--- src/hw/rtl/swm_pkg.sv ---
// swm_pkg: shared widths, constants and link types for the sliding window median.
// Used by swm_cell, swm_tap and sliding_window_median. No dependencies.
`default_nettype none

package swm_pkg;

    localparam int SAMPLE_W       = 32;
    localparam int MEDIAN_W       = 33;
    localparam int SIZE_W         = 7;
    localparam int WINDOW_MAX_DEF = 64;
    localparam int TAP_GROUP      = 8;

    localparam logic [SIZE_W-1:0] SIZE_RESET = SIZE_W'(3);

    // neighbor link: a cell's value and its two compare results
    typedef struct packed {
        logic                       valid;
        logic                       le_v;   // valid and value <= new sample
        logic                       lt_x;   // valid and, when removing, value below the removed sample
        logic signed [SAMPLE_W-1:0] value;
    } cell_link_t;

    typedef struct packed {
        logic flush;      // empty the window
        logic update;     // apply one insert (and removal when set)
        logic remove;     // window full: the oldest sample leaves
        logic rm_below;   // removed sample <= new sample
    } cell_ctrl_t;

    typedef struct packed {
        logic hi;
        logic lo;
    } tap_sel_t;

    typedef struct packed {
        logic [SAMPLE_W-1:0] hi;
        logic [SAMPLE_W-1:0] lo;
    } tap_t;

    localparam cell_link_t LINK_LEFT_END  = '{valid: 1'b1, le_v: 1'b1, lt_x: 1'b1, value: '0};
    localparam cell_link_t LINK_RIGHT_END = '{valid: 1'b0, le_v: 1'b0, lt_x: 1'b0, value: '0};

endpackage

`default_nettype wire

--- src/hw/rtl/swm_cell.sv ---
// swm_cell: one slot of the sorted window; updates from its two neighbors.
// Depends on swm_pkg.
`default_nettype none

module swm_cell (
    input  wire logic                               clk,
    input  wire logic                               rst_n,
    input  wire swm_pkg::cell_ctrl_t                ctrl,
    input  wire logic signed [swm_pkg::SAMPLE_W-1:0] sample_v,
    input  wire logic signed [swm_pkg::SAMPLE_W-1:0] removed_x,
    input  wire swm_pkg::cell_link_t                left,
    input  wire swm_pkg::cell_link_t                right,
    input  wire swm_pkg::tap_sel_t                  sel,
    output swm_pkg::cell_link_t                     link,
    output swm_pkg::tap_t                           tap
);

    import swm_pkg::*;

    logic                       valid_reg;
    logic                       valid_next;
    logic signed [SAMPLE_W-1:0] value_reg;
    logic signed [SAMPLE_W-1:0] value_next;
    logic                       le_v;
    logic                       lt_x;

    assign le_v = valid_reg && (value_reg <= sample_v);
    assign lt_x = valid_reg && (!ctrl.remove || (value_reg < removed_x));

    assign link.valid = valid_reg;
    assign link.le_v  = le_v;
    assign link.lt_x  = lt_x;
    assign link.value = value_reg;

    assign tap.hi = sel.hi ? value_reg : '0;
    assign tap.lo = sel.lo ? value_reg : '0;

    always_comb
    begin
        value_next = value_reg;
        valid_next = valid_reg || (!ctrl.remove && left.valid);
        if (ctrl.remove && ctrl.rm_below)
        begin
            // hole below the insertion point: cells in between move down
            if (lt_x)
                value_next = value_reg;
            else if (right.le_v)
                value_next = right.value;
            else if (le_v)
                value_next = sample_v;
        end
        else
        begin
            // insertion point below the hole (or no hole): cells move up
            if (le_v)
                value_next = value_reg;
            else if (left.le_v)
                value_next = sample_v;
            else if (left.lt_x)
                value_next = left.value;
        end
    end

    always_ff @(posedge clk or negedge rst_n)
    begin
        if (!rst_n)
        begin
            valid_reg <= 1'b0;
        end
        else if (ctrl.flush)
        begin
            valid_reg <= 1'b0;
        end
        else if (ctrl.update)
        begin
            valid_reg <= valid_next;
        end
    end

    always_ff @(posedge clk)
    begin
        if (ctrl.update)
        begin
            value_reg <= value_next;
        end
    end

endmodule

`default_nettype wire

--- config.mk ---
export PLATFORM = sky130hd
export DESIGN_NAME = swm_cell
export DESIGN_NICKNAME = d
export VERILOG_FILES = /design/src/hw/rtl/swm_pkg.sv /design/src/hw/rtl/swm_cell.sv
export SDC_FILE = /design/constraint.sdc
export NUM_CORES = 1
export LEC_CHECK = 0
export BUFFER_PORTS_ARGS = -buffer_cell sky130_fd_sc_hd__buf_2
export CORE_MARGIN = 3
export CORE_UTILIZATION = 47
export CTS_CLUSTER_DIAMETER = 60
export DETAILED_ROUTE_END_ITERATION = 16
export GPL_ROUTABILITY_DRIVEN = 1
export PLACE_DENSITY = 0.95
export SLEW_MARGIN = 0
export SYNTH_ARGS = -nofsm -noshare
export SYNTH_HDL_FRONTEND = slang
export SYNTH_SLANG_ARGS = --single-unit
--- constraint.sdc ---
create_clock -name clk -period 9.4 [get_ports clk]
set_input_delay 1.88 -clock clk [delete_from_list [all_inputs] [get_ports clk]]
set_output_delay 1.88 -clock clk [all_outputs]
set_load 0.005 [all_outputs]
### Word-level counts from Yosys, hierarchy flattened

Cells that the tools add are included.

* bits of input ports: 142
* flip-flop bits (word level): 33
* output and inout bits: 99

* equality and inequality tests: 3
* muxes and demuxes: 11
* magnitude comparators: 2
* reductions and logical operators: 10

Operators with widths (count)
* $mux 32: 9
* $le 32x32->1: 1
* $lt 32x32->1: 1
* $reduce_and 5->1: 1
* $logic_and 1x1->1: 4
* $ne 3x3->1 const B: 1
* $reduce_bool 3->1: 1
* $logic_or 1x1->1: 2
* $mux 1: 2
* $ne 2x1->1 const B: 1
* $ne 2x2->1 const B: 1
* $reduce_bool 2->1: 1
* $logic_not 1->1: 1

### Logic depth before layout (Yosys ltp)

Gate-level depths: netlist of run 1.

* word-level depth: 6
* gate-level depth with buffers: 11
* depth with buffers taken out: 10

### Worst setup path after synthesis of run 1

OpenSTA, ideal clock, no wires.

* kind: in2reg
* start: input sample_v[27] in the netlist's numbering
* end: register value_reg[0], enable pin
* stages on the path: 9
* buffers on the path: 0
* library setup time: 0.511 ns
* path slack: 2.002 ns
* required time: 8.889 ns
* data arrival time: 6.887 ns
* path through: inv_1 > ha_1 > nand4_1 > or4_4 > a211oi_1 > nor4b_1 > xor2_1 > a21boi_1 > o41ai_1

* longest elaborated chain between the ends: 4
* elaborated cells between the ends (all ways): 5
* those cells by class: order compare (1); eq/ne (2); reduce/logical (2)

Ends and longest elaborated chain
* start, declared: line swm_cell.sv:9 `input wire logic signed [swm_pkg::SAMPLE_W-1:0] sample_v,`
* $le 32x32->1 (*): line swm_cell.sv:27 `assign le_v = valid_reg && (value_reg <= sample_v);`
* $logic_and 1x1->1 (*): line swm_cell.sv:27
* $ne 3x3->1 (no source line) / $ne 2x1->1 (equally long branches)
* $reduce_and 5->1 (no source line) (*)
* end signal, assigned: line swm_cell.sv:84 `value_reg <= value_next;`
* end, declared: line swm_cell.sv:22 `logic signed [SAMPLE_W-1:0] value_reg;`

Every way passes the cells marked *; elsewhere a longest branch is shown, timed or not.
A chain may end at the register's enable or synchronous reset.

==> results of run 1 <==
==> stage by stage <==
| step | cell area (µm²) | instances | utilization [%] |
|---|---|---|---|
| global route | 4980 | 758 | 67.6 |
| floorplan | 3630 | 431 | - |
| global placement | 4900 | 750 | 66.5 |
| finish | 4980 | 758 | 67.6 |
| detailed placement | 4900 | 750 | 66.5 |
| CTS | 4980 | 758 | 67.6 |
==> layer usage <==
layer  vias to the layer above  part of all wire [%]  GRT usage [%]
li1                       2028                     -              -
met1                      1866                    39           30.5
met2                       188                    52           49.6
met3                        22                   7.5           4.57
met4                         0                   1.9           7.82
met5                         -                     0              0
==> layout make-up <==
class,count,area (µm²),area share [%]
clock inverter,3,12.5,0.251
tap,99,124,2.49
inverter,68,255,5.13
timing repair buffer,242,1220,24.5
multi-input combinational,308,2310,46.4
clock buffer,5,68.8,1.38
sequential,33,986,19.8
==> power groups by stage <==
stage	registers, mW	logic [mW]	clock network [mW]
detailed placement	0.205	0.216	0
finish	0.202	0.216	0.103
CTS	0.202	0.217	0.106
global placement	0.203	0.204	0
global route	0.204	0.245	0.110
floorplan	0.202	0.118	0
==> cells by family after synthesis <==
group / after synthesis / share of synthesized area, %
AO/OA/AOI/OAI: 128 / 22.1
buffers and inverters: 90 / 9.61
AND/OR/NAND/NOR: 115 / 18.8
XOR/XNOR: 1 / 0.241
multiplexers: 1 / 0.310
adder cells (fa/ha/maj): 63 / 21.7
flip-flops: 33 / 27.2
==> tightest hold or removal path, delay by kind of cell, from the launching register on <==
family	cells	cell delay (ns)
compound gates	1	0.08
buf+inv	1	0.14
flops	1	0.41
==> synth_stat cells, types with 2 or more instances <==
library cell | n | area, µm²
sky130_fd_sc_hd__a2111oi_0 | 2 | 17.5
sky130_fd_sc_hd__clkbuf_1 | 15 | 56.3
sky130_fd_sc_hd__inv_1 | 68 | 255
sky130_fd_sc_hd__buf_4 | 3 | 22.5
sky130_fd_sc_hd__and2_1 | 64 | 400
sky130_fd_sc_hd__a31oi_1 | 33 | 206
sky130_fd_sc_hd__nor2_1 | 7 | 26.3
sky130_fd_sc_hd__edfxtp_1 | 32 | 961
sky130_fd_sc_hd__a21oi_1 | 24 | 120
sky130_fd_sc_hd__o21ai_0 | 13 | 65.1
sky130_fd_sc_hd__o22ai_1 | 32 | 200
sky130_fd_sc_hd__a221oi_1 | 2 | 17.5
sky130_fd_sc_hd__nor2b_1 | 2 | 12.5
sky130_fd_sc_hd__and4_1 | 2 | 17.5
sky130_fd_sc_hd__a211oi_1 | 6 | 45.0
sky130_fd_sc_hd__nand2b_1 | 4 | 25.0
sky130_fd_sc_hd__nand4_1 | 10 | 62.6
sky130_fd_sc_hd__nand2_1 | 13 | 48.8
sky130_fd_sc_hd__a21o_1 | 4 | 30.0
sky130_fd_sc_hd__buf_1 | 4 | 15.0
sky130_fd_sc_hd__ha_1 | 63 | 788
sky130_fd_sc_hd__a21boi_1 | 2 | 15.0
sky130_fd_sc_hd__nand3_1 | 6 | 30.0
==> path summary, 6_finish.rpt <==
| kind | from | end | slack (ns) | cells past startpoint |
|---|---|---|---|---|
| min in group asynchronous | rst_n | valid_reg | 1.36 | 1 |
| max in group asynchronous | rst_n | valid_reg | 7.95 | 1 |
| min | valid_reg | valid_reg | 0.66 | 2 |
| max | sample_v[31] | link[33] | 3.53 | 10 |
| min reg2reg | valid_reg | valid_reg | 0.66 | 2 |
| max reg2reg | value_reg[31] | value_reg[17] | 6.02 | 9 |
==> flow_metrics.py, run 1 <==
metrics = {
    "yosys": {
        "synthesis.instances": 431,
        "ys_dominant_reg_cell": "sky130_fd_sc_hd__edfxtp_1",
        "postSynthAreaPerCell_um2": 8.42,
        "async_flop_share_pct": 3.03,
        "synth.cell_area_um2": 3630,
        "synth_seq_area_share_pct": 27.2,
        "synth_edf_count": 32,
        "yosys_warnings": 0,
        "yosys.cell_types.count": 43,
        "flip_flop_and_latch_count_after_synthesis": 33,
        "post_syn_nets": 636,
    },
    "status": {
        "outcome": "finished clean",
    },
    "final_layout": {
        "final_common_cell": "sky130_fd_sc_hd__buf_2",
        "number_of_flip_flops_under_the_largest_register_name": 32,
        "final_layout_size_suffix_gt1_share_pct": 38.7,
        "layout-area-overhead-vs-synth_pct": 37.1,
        "antenna_cells": 0,
        "layout_common_cells": "sky130_fd_sc_hd__buf_2, sky130_fd_sc_hd__inv_1, sky130_fd_sc_hd__and2_1",
        "nNetsFinal": 863,
        "fillers": 584,
    },
    "power": {
        "clock_power_share_pct": 19.7,
        "internal_power_mw": 0.338,
        "leak_pwr_nw": 2.69,
        "p_switching_mw": 0.183,
        "p_per_area_nw_per_um2": 105,
        "seq_power_share_pct": 38.8,
        "total_power_mw": 0.521,
        "share_comb_of_total_power_pct": 41.5,
        "power.share.switching_pct": 35.1,
        "peakVddDrop_v": 0.0000611,
    },
    "setup_path": {
        "worstSetupStartpointType": "input pin",
        "critPathCaptureType": "primary output",
        "cp.arrival_ns": 3.99,
        "path_max_fanout": 6,
        "timing.critical_path.required_ns": 7.52,
        "cp_cell_sequence": "buf_2 > inv_1 > ha_1 > nand4_2 > or4_4 > a211oi_1 > nor4b_1 > xor2_1 > a21oi_1 > buf_2",
        "worst_path_dominant_cell_family": "simple AND/OR/NAND/NOR gates",
        "cp_num_buf_inv": 3,
        "cpMostUsedCell": "sky130_fd_sc_hd__buf_2",
        "worstSetupPathType": "input pin to primary output",
        "slowest_delay_ns": 0.52,
        "timing.critical_path.slowest_stage_cell": "sky130_fd_sc_hd__or4_4",
    },
    "sta": {
        "finalSetupTns_ns": 0,
        "final_hold_viol_count": 0,
        "finalCriticalPeriod_ns": 5.87,
        "timing.max_slew.rel_slack_pct": 62.6,
        "final_max_slew_viol_count": 0,
        "worst-slew-pin-transition_ns": 0.561,
        "setup_viol": 0,
        "final.period_utilization_pct": 62.5,
        "peak_clock_frequency_supported_by_timing_mhz": 170,
        "finalWorstSetupSlack_ns": 3.53,
        "rsz0062_at_grt": "false",
        "hold_ws_ns": 0.663,
        "fin_skew_ns": 0.00671,
    },
    "clock_tree": {
        "clk_path_buf_depth": 2,
        "maximum_level_of_the_cts_h_tree": 2,
        "clock-sinks": 33,
        "cts_root_buf": "sky130_fd_sc_hd__clkbuf_8",
        "clock_insertion_delay_worst_skew_ns": 0.28,
        "number_of_clock_buffers_inserted_by_tritoncts": 5,
        "tritoncts": "done",
        "cts.clk_slew.worst_paths_ns": 0.07,
        "post_cts_setup_bufs": 0,
        "postCtsHoldBufs": 0,
        "post_cts_resized": 0,
    },
    "route": {
        "final_antenna_net_count": 0,
        "vias_per_cell": 5.41,
        "detail_route.drc_violations": 0,
        "detail_route.iter0.violations": 145,
        "wire_per_inst_um": 15.9,
        "postRouteWirelength_um": 12100,
        "drt_pass1_iterations": 4,
        "dr_total_vias": 4104,
    },
    "global_routing": {
        "first_global_vias": 4092,
        "antenna_found_initial": 0,
        "grt_remaining_overflow": 0,
        "global_route_wire_length_before_repair_um": 18800,
        "grt_max_degree": 43,
        "grt_usage_pct": 26.5,
    },
    "place": {
        "final_replace_weighted_congestion": 0.828,
        "post-place-ws_ns": 3.55,
        "post-dp-hpwl_um": 9820,
        "port_buffers": 238,
    },
    "job": {
        "drv.max_cap_violation_count": 0,
    },
    "floorplanning": {
        "die_h_um": 93.9,
        "core_region_area_um2": 7370,
        "placement_rows": 31,
        "floorplan.die_area_um2": 8820,
        "start_util_pct": 49.3,
        "die_width_um": 93.9,
        "io_pins": 241,
    },
    "min_path": {
        "hold_path.class": "register to register",
    },
}
Note: power is estimated with default switching activity, not from simulation.
==> run 2, diff against run 1 <==
--- a/config.mk
+++ b/config.mk
@@ -7,11 +7,11 @@
 export LEC_CHECK = 0
 export BUFFER_PORTS_ARGS = -buffer_cell sky130_fd_sc_hd__buf_2
 export CORE_MARGIN = 3
-export CORE_UTILIZATION = 47
+export CORE_UTILIZATION = 43
 export CTS_CLUSTER_DIAMETER = 60
 export DETAILED_ROUTE_END_ITERATION = 16
 export GPL_ROUTABILITY_DRIVEN = 1
-export PLACE_DENSITY = 0.95
+export PLACE_DENSITY = 0.9
 export SLEW_MARGIN = 0
 export SYNTH_ARGS = -nofsm -noshare
 export SYNTH_HDL_FRONTEND = slang
==> constraint.sdc (replaced) <==
create_clock -name clk -period 5.8 [get_ports clk]
set_input_delay 1.16 -clock clk [delete_from_list [all_inputs] [get_ports clk]]
set_output_delay 1.16 -clock clk [all_outputs]
set_load 0.005 [all_outputs]
==> run 2 against run 1 <==
Against the previous run: critical path depth is the same; clock power up 72%; wire length rose by 6.1%; cell area up 0.40%; first-iteration DRC count grew 24%; sequential cell count unchanged; final cell count increased by 0.40%; global-route usage is 0.78 points lower; critical endpoint unchanged; largest power group unchanged; highest routed layer unchanged.
==> flow_metrics.py, run 2 (synthesized netlist as in run 1, its figures left out) <==
metrics = {
    "status": {
        "outcome": "finished clean",
    },
    "sta": {
        "peak_clock_frequency_supported_by_timing_mhz": 226,
        "final_hold_viol_count": 0,
        "timing.max_slew.rel_slack_pct": 64.1,
        "worst-slew-pin-transition_ns": 0.539,
        "fin_skew_ns": 0.00654,
        "rsz0062_at_grt": "false",
        "finalWorstSetupSlack_ns": 1.38,
        "finalSetupTns_ns": 0,
        "finalCriticalPeriod_ns": 4.42,
        "final.period_utilization_pct": 76.3,
        "setup_viol": 0,
        "final_max_slew_viol_count": 0,
        "hold_ws_ns": 0.636,
    },
    "power": {
        "peakVddDrop_v": 0.000114,
        "p_per_area_nw_per_um2": 172,
        "total_power_mw": 0.861,
        "leak_pwr_nw": 2.69,
    },
    "clock_tree": {
        "clock_insertion_delay_worst_skew_ns": 0.28,
        "post_cts_resized": 0,
        "cts.clk_slew.worst_paths_ns": 0.08,
        "number_of_clock_buffers_inserted_by_tritoncts": 5,
        "cts_root_buf": "sky130_fd_sc_hd__clkbuf_8",
        "tritoncts": "done",
        "maximum_level_of_the_cts_h_tree": 2,
        "post_cts_setup_bufs": 0,
        "clk_path_buf_depth": 2,
        "postCtsHoldBufs": 0,
        "clock-sinks": 33,
    },
    "job": {
        "drv.max_cap_violation_count": 0,
    },
    "setup_path": {
        "regToRegSetupSlack_ns": 2.42,
        "worstSetupPathType": "input pin to primary output",
        "worstSetupStartpointType": "input pin",
        "worstSetupStartpoint": "sample_v[27]",
        "critPathCaptureType": "primary output",
        "worst-r2r-cell-count": 9,
        "timing.rr.end": "value_reg[9]",
        "timing.critical_path.required_ns": 4.64,
        "r2r_start": "value_reg[27]",
        "crit_path_end": "link[33]",
        "path_max_fanout": 4,
        "cp.arrival_ns": 3.26,
    },
    "floorplanning": {
        "die_width_um": 97.9,
        "core_region_area_um2": 7970,
        "floorplan.die_area_um2": 9580,
        "placement_rows": 32,
        "start_util_pct": 45.6,
        "io_pins": 241,
        "die_h_um": 97.9,
    },
    "place": {
        "post-dp-hpwl_um": 10400,
        "final_replace_weighted_congestion": 0.897,
        "post-place-ws_ns": 1.40,
        "port_buffers": 238,
    },
    "final_layout": {
        "antenna_cells": 0,
        "layout-area-overhead-vs-synth_pct": 37.7,
        "layout_common_cells": "sky130_fd_sc_hd__buf_2, sky130_fd_sc_hd__inv_1, sky130_fd_sc_hd__and2_1",
        "fillers": 707,
        "final_common_cell": "sky130_fd_sc_hd__buf_2",
        "final_layout_size_suffix_gt1_share_pct": 39.0,
        "number_of_flip_flops_under_the_largest_register_name": 32,
        "nNetsFinal": 863,
    },
    "route": {
        "vias_per_cell": 5.48,
        "drt_pass1_iterations": 5,
        "postRouteWirelength_um": 12800,
        "wire_per_inst_um": 16.8,
        "detail_route.drc_violations": 0,
        "detail_route.iter0.violations": 180,
        "met3_wirelength_um": 885,
        "topmost_layer_with_routed_signal_wires": "met4",
        "route.layer.met1.wl_um": 5060,
        "final_antenna_net_count": 0,
        "dr_total_vias": 4170,
        "route.met2.wl_um": 6660,
    },
    "global_routing": {
        "first_global_vias": 4266,
        "grt_remaining_overflow": 0,
        "grt_usage_pct": 25.7,
        "antenna_found_initial": 0,
        "global_route_wire_length_before_repair_um": 20400,
        "grt_max_degree": 43,
    },
    "min_path": {
        "hold_path.class": "input pin to async pin",
    },
}
[run 2: cell count changes in the layout (fill, tap and decap cells not counted)]
cell	previous run	this run
sky130_fd_sc_hd__o41ai_4	0	1
sky130_fd_sc_hd__o41ai_2	1	0
sky130_fd_sc_hd__clkinvlp_4	0	1
sky130_fd_sc_hd__clkinv_1	2	0
sky130_fd_sc_hd__clkinv_2	1	2
[run 2: worst min path at each step]
stage,start,endpoint,cells after the start
final,rst_n,valid_reg,1
after global routing,rst_n,valid_reg,1
after CTS,rst_n,valid_reg,1
after detailed placement,valid_reg,valid_reg,2
after global placement,valid_reg,valid_reg,2
after floorplan,valid_reg,valid_reg,2
[run 2: layer usage]
layer / up-vias / global-route usage, %
met2: 195 / 48.2
met3: 18 / 3.64
li1: 2026 / -
met1: 1931 / 31.1
met5: - / 0
met4: 0 / 5.54
[run 2: per-stage QoR]
step	utilization, %	cell area (µm²)	instances
detailed placement	61.7	4910	753
global route	62.7	5000	761
finish	62.7	5000	761
CTS	62.7	5000	761
global placement	61.7	4910	753
floorplan	-	3640	431
[run 2: worst max-delay path, stage by stage]
cell	delay, ns
sky130_fd_sc_hd__buf_2	0.08
sky130_fd_sc_hd__inv_1	0.05
sky130_fd_sc_hd__ha_1	0.33
sky130_fd_sc_hd__nand4_1	0.18
sky130_fd_sc_hd__or4_4	0.59
sky130_fd_sc_hd__a211oi_1	0.28
sky130_fd_sc_hd__nor4b_1	0.11
sky130_fd_sc_hd__xor2_1	0.17
sky130_fd_sc_hd__a21oi_1	0.18
sky130_fd_sc_hd__buf_2	0.14
[run 2: where the power goes]
| part | switching, mW | internal, mW | leakage (nW) |
|---|---|---|---|
| Sequential | 0.0323 | 0.296 | 0.315 |
| Combinational | 0.183 | 0.172 | 2.33 |
| Clock | 0.0939 | 0.0830 | 0.0439 |
| Total | 0.310 | 0.551 | 2.69 |
[run 2: final cells by class]
| type | count | area, µm² | area share, % |
|---|---|---|---|
| Tap cell | 102 | 128 | 2.55 |
| Sequential cell | 33 | 986 | 19.7 |
| Inverter | 68 | 255 | 5.11 |
| Clock inverter | 3 | 17.5 | 0.350 |
| Timing Repair Buffer | 242 | 1220 | 24.4 |
| Clock buffer | 5 | 68.8 | 1.38 |
| Multi-Input combinational cell | 308 | 2320 | 46.5 |
==> run 3, diff against run 2 <==
--- a/config.mk
+++ b/config.mk
@@ -7,11 +7,11 @@
 export LEC_CHECK = 0
 export BUFFER_PORTS_ARGS = -buffer_cell sky130_fd_sc_hd__buf_2
 export CORE_MARGIN = 3
-export CORE_UTILIZATION = 43
+export CORE_UTILIZATION = 39
 export CTS_CLUSTER_DIAMETER = 60
 export DETAILED_ROUTE_END_ITERATION = 16
 export GPL_ROUTABILITY_DRIVEN = 1
-export PLACE_DENSITY = 0.9
+export PLACE_DENSITY = 0.86
 export SLEW_MARGIN = 0
 export SYNTH_ARGS = -nofsm -noshare
 export SYNTH_HDL_FRONTEND = slang
==> constraint.sdc (replaced) <==
create_clock -name clk -period 4.02 [get_ports clk]
set_input_delay 0.804 -clock clk [delete_from_list [all_inputs] [get_ports clk]]
set_output_delay 0.804 -clock clk [all_outputs]
set_load 0.005 [all_outputs]
==> run 3 against run 2 <==
Against the previous run: final cell count grew 0.79%; cell area increased by 0.55%; non-clock buffer count unchanged; die area grew 9.6%; count of clock-buffer cells in the layout up 1; critical path depth unchanged; sequential share of layout area decreased by 0.11 points; first-iteration DRC count decreased by 23%; clock skew increased by 0.0066 ns; sequential cell count unchanged; critical path type unchanged; critical endpoint unchanged.
==> flow_metrics.py, run 3 (synthesized netlist as in run 1, its figures left out) <==
metrics = {
    "sta": {
        "fin_skew_ns": 0.0131,
        "rsz0062_at_grt": "false",
        "peak_clock_frequency_supported_by_timing_mhz": 270,
        "final_hold_viol_count": 0,
        "timing.max_slew.rel_slack_pct": 18.6,
        "final.period_utilization_pct": 92.1,
        "final_max_slew_viol_count": 0,
        "finalCriticalPeriod_ns": 3.70,
        "setup_viol": 0,
        "worst-slew-pin-transition_ns": 1.22,
        "finalSetupTns_ns": 0,
    },
    "route": {
        "postRouteWirelength_um": 12400,
        "drt_pass1_iterations": 4,
        "detail_route.drc_violations": 0,
        "final_antenna_net_count": 0,
        "vias_per_cell": 5.41,
        "detail_route.iter0.violations": 138,
        "dr_total_vias": 4152,
        "wire_per_inst_um": 16.1,
    },
    "floorplanning": {
        "core_region_area_um2": 8890,
        "floorplan.die_area_um2": 10500,
        "start_util_pct": 40.8,
        "placement_rows": 34,
        "die_h_um": 102,
        "io_pins": 241,
        "die_width_um": 102,
    },
    "power": {
        "total_power_mw": 1.29,
        "peakVddDrop_v": 0.000147,
        "internal_power_mw": 0.858,
        "power.share.switching_pct": 33.6,
        "seq_power_share_pct": 36.6,
        "p_switching_mw": 0.434,
        "leak_pwr_nw": 2.70,
        "p_per_area_nw_per_um2": 257,
        "clock_power_share_pct": 24.0,
        "share_comb_of_total_power_pct": 39.4,
    },
    "place": {
        "placed_cells_incl_taps": 759,
        "post-dp-hpwl_um": 9960,
        "port_buffers": 238,
        "final_replace_weighted_congestion": 0.849,
    },
    "global_routing": {
        "grt_remaining_overflow": 0,
        "grt.busiest_layer": "met2",
        "first_global_vias": 3928,
        "grt_usage_pct": 22.0,
        "globalRouteMet3Util_pct": 2.98,
        "grt_use_met2_pct": 41.3,
        "antenna_found_initial": 0,
        "grt_max_degree": 62,
        "gr-usage-met1_pct": 26.3,
        "global_route_wire_length_before_repair_um": 18300,
    },
    "final_layout": {
        "nNetsFinal": 863,
        "final_layout_size_suffix_gt1_share_pct": 38.7,
        "post_layout_nonfiller_instances": 767,
        "layout_common_cells": "sky130_fd_sc_hd__buf_2, sky130_fd_sc_hd__inv_1, sky130_fd_sc_hd__and2_1",
        "final_common_cell": "sky130_fd_sc_hd__buf_2",
        "antenna_cells": 0,
        "layout-area-overhead-vs-synth_pct": 38.4,
        "utilization_pct": 56.5,
        "number_of_flip_flops_under_the_largest_register_name": 32,
    },
    "clock_tree": {
        "post_cts_resized": 0,
        "clock_insertion_delay_worst_skew_ns": 0.28,
        "clk_path_buf_depth": 2,
        "maximum_level_of_the_cts_h_tree": 2,
        "tritoncts": "done",
        "post_cts_setup_bufs": 0,
        "postCtsHoldBufs": 0,
        "clock-sinks": 33,
        "number_of_clock_buffers_inserted_by_tritoncts": 5,
        "cts.clk_slew.worst_paths_ns": 0.08,
        "cts_root_buf": "sky130_fd_sc_hd__clkbuf_8",
    },
    "setup_path": {
        "cp.arrival_ns": 2.90,
        "worstSetupStartpointType": "input pin",
        "r2r_start": "value_reg[15]",
        "timing.rr.end": "value_reg[19]",
        "critPathCaptureType": "primary output",
        "worst-r2r-cell-count": 9,
        "timing.critical_path.required_ns": 3.22,
        "worstSetupPathType": "input pin to primary output",
        "path_max_fanout": 4,
        "regToRegSetupSlack_ns": 0.70,
    },
    "min_path": {
        "hold_path.class": "input pin to async pin",
    },
    "status": {
        "outcome": "finished clean",
    },
    "job": {
        "drv.max_cap_violation_count": 0,
    },
}
-- run 3: critical path, cell delays in order --
cell	delay [ns]
sky130_fd_sc_hd__buf_2	0.07
sky130_fd_sc_hd__inv_1	0.05
sky130_fd_sc_hd__ha_1	0.32
sky130_fd_sc_hd__nand4_1	0.18
sky130_fd_sc_hd__or4_4	0.60
sky130_fd_sc_hd__a211oi_1	0.27
sky130_fd_sc_hd__nor4b_1	0.11
sky130_fd_sc_hd__xor2_1	0.17
sky130_fd_sc_hd__a21oi_1	0.18
sky130_fd_sc_hd__buf_2	0.14
-- run 3: worst max path at each step --
stage | from | to | slack, ns | cells past startpoint
after floorplan | sample_v[27] | value_reg[0] | 0.03 | 9
after global placement | sample_v[27] | link[33] | 0.35 | 10
after detailed placement | sample_v[27] | value_reg[17] | 0.31 | 12
after CTS | sample_v[27] | link[33] | 0.32 | 10
after global routing | sample_v[27] | link[33] | 0.20 | 10
final | sample_v[27] | link[33] | 0.32 | 10
-- run 3: power by group through the flow --
| stage | Sequential [mW] | Combinational [mW] | Clock, mW |
|---|---|---|---|
| 2_1_floorplan | 0.469 | 0.280 | 0 |
| 3_3_place_gp | 0.477 | 0.483 | 0 |
| 3_5_place_dp | 0.480 | 0.508 | 0 |
| 4_1_cts | 0.472 | 0.511 | 0.317 |
| 5_1_grt | 0.479 | 0.574 | 0.331 |
| 6_report | 0.472 | 0.509 | 0.310 |
-- run 3: area by class of cell --
class                   count  area, µm²
flip-flops and latches     33        986
inverters                  68        255
well taps                 108        135
repair buffers            242       1220
multi-input cells         308       2320
clock inverters             2       33.8
clock buffers               6       72.6
fillers                   804       3860
-- run 3: through the flow --
| step | area (µm²) | hold WS [ns] | setup slack (ns) |
|---|---|---|---|
| after global placement | 4920 | 0.580 | 0.354 |
| after CTS | 5030 | 0.270 | 0.319 |
| after global routing | 5030 | 0.264 | 0.196 |
| final | 5030 | 0.279 | 0.318 |
| after floorplan | 3650 | 0.508 | 0.0319 |
| after detailed placement | 4920 | 0.581 | 0.309 |
-- run 3: per-layer routing --
metal	vias up	part of all wire, %
met2	183	51
met1	1934	41
met4	0	1.1
met3	12	6.4
met5	-	0
li1	2023	-
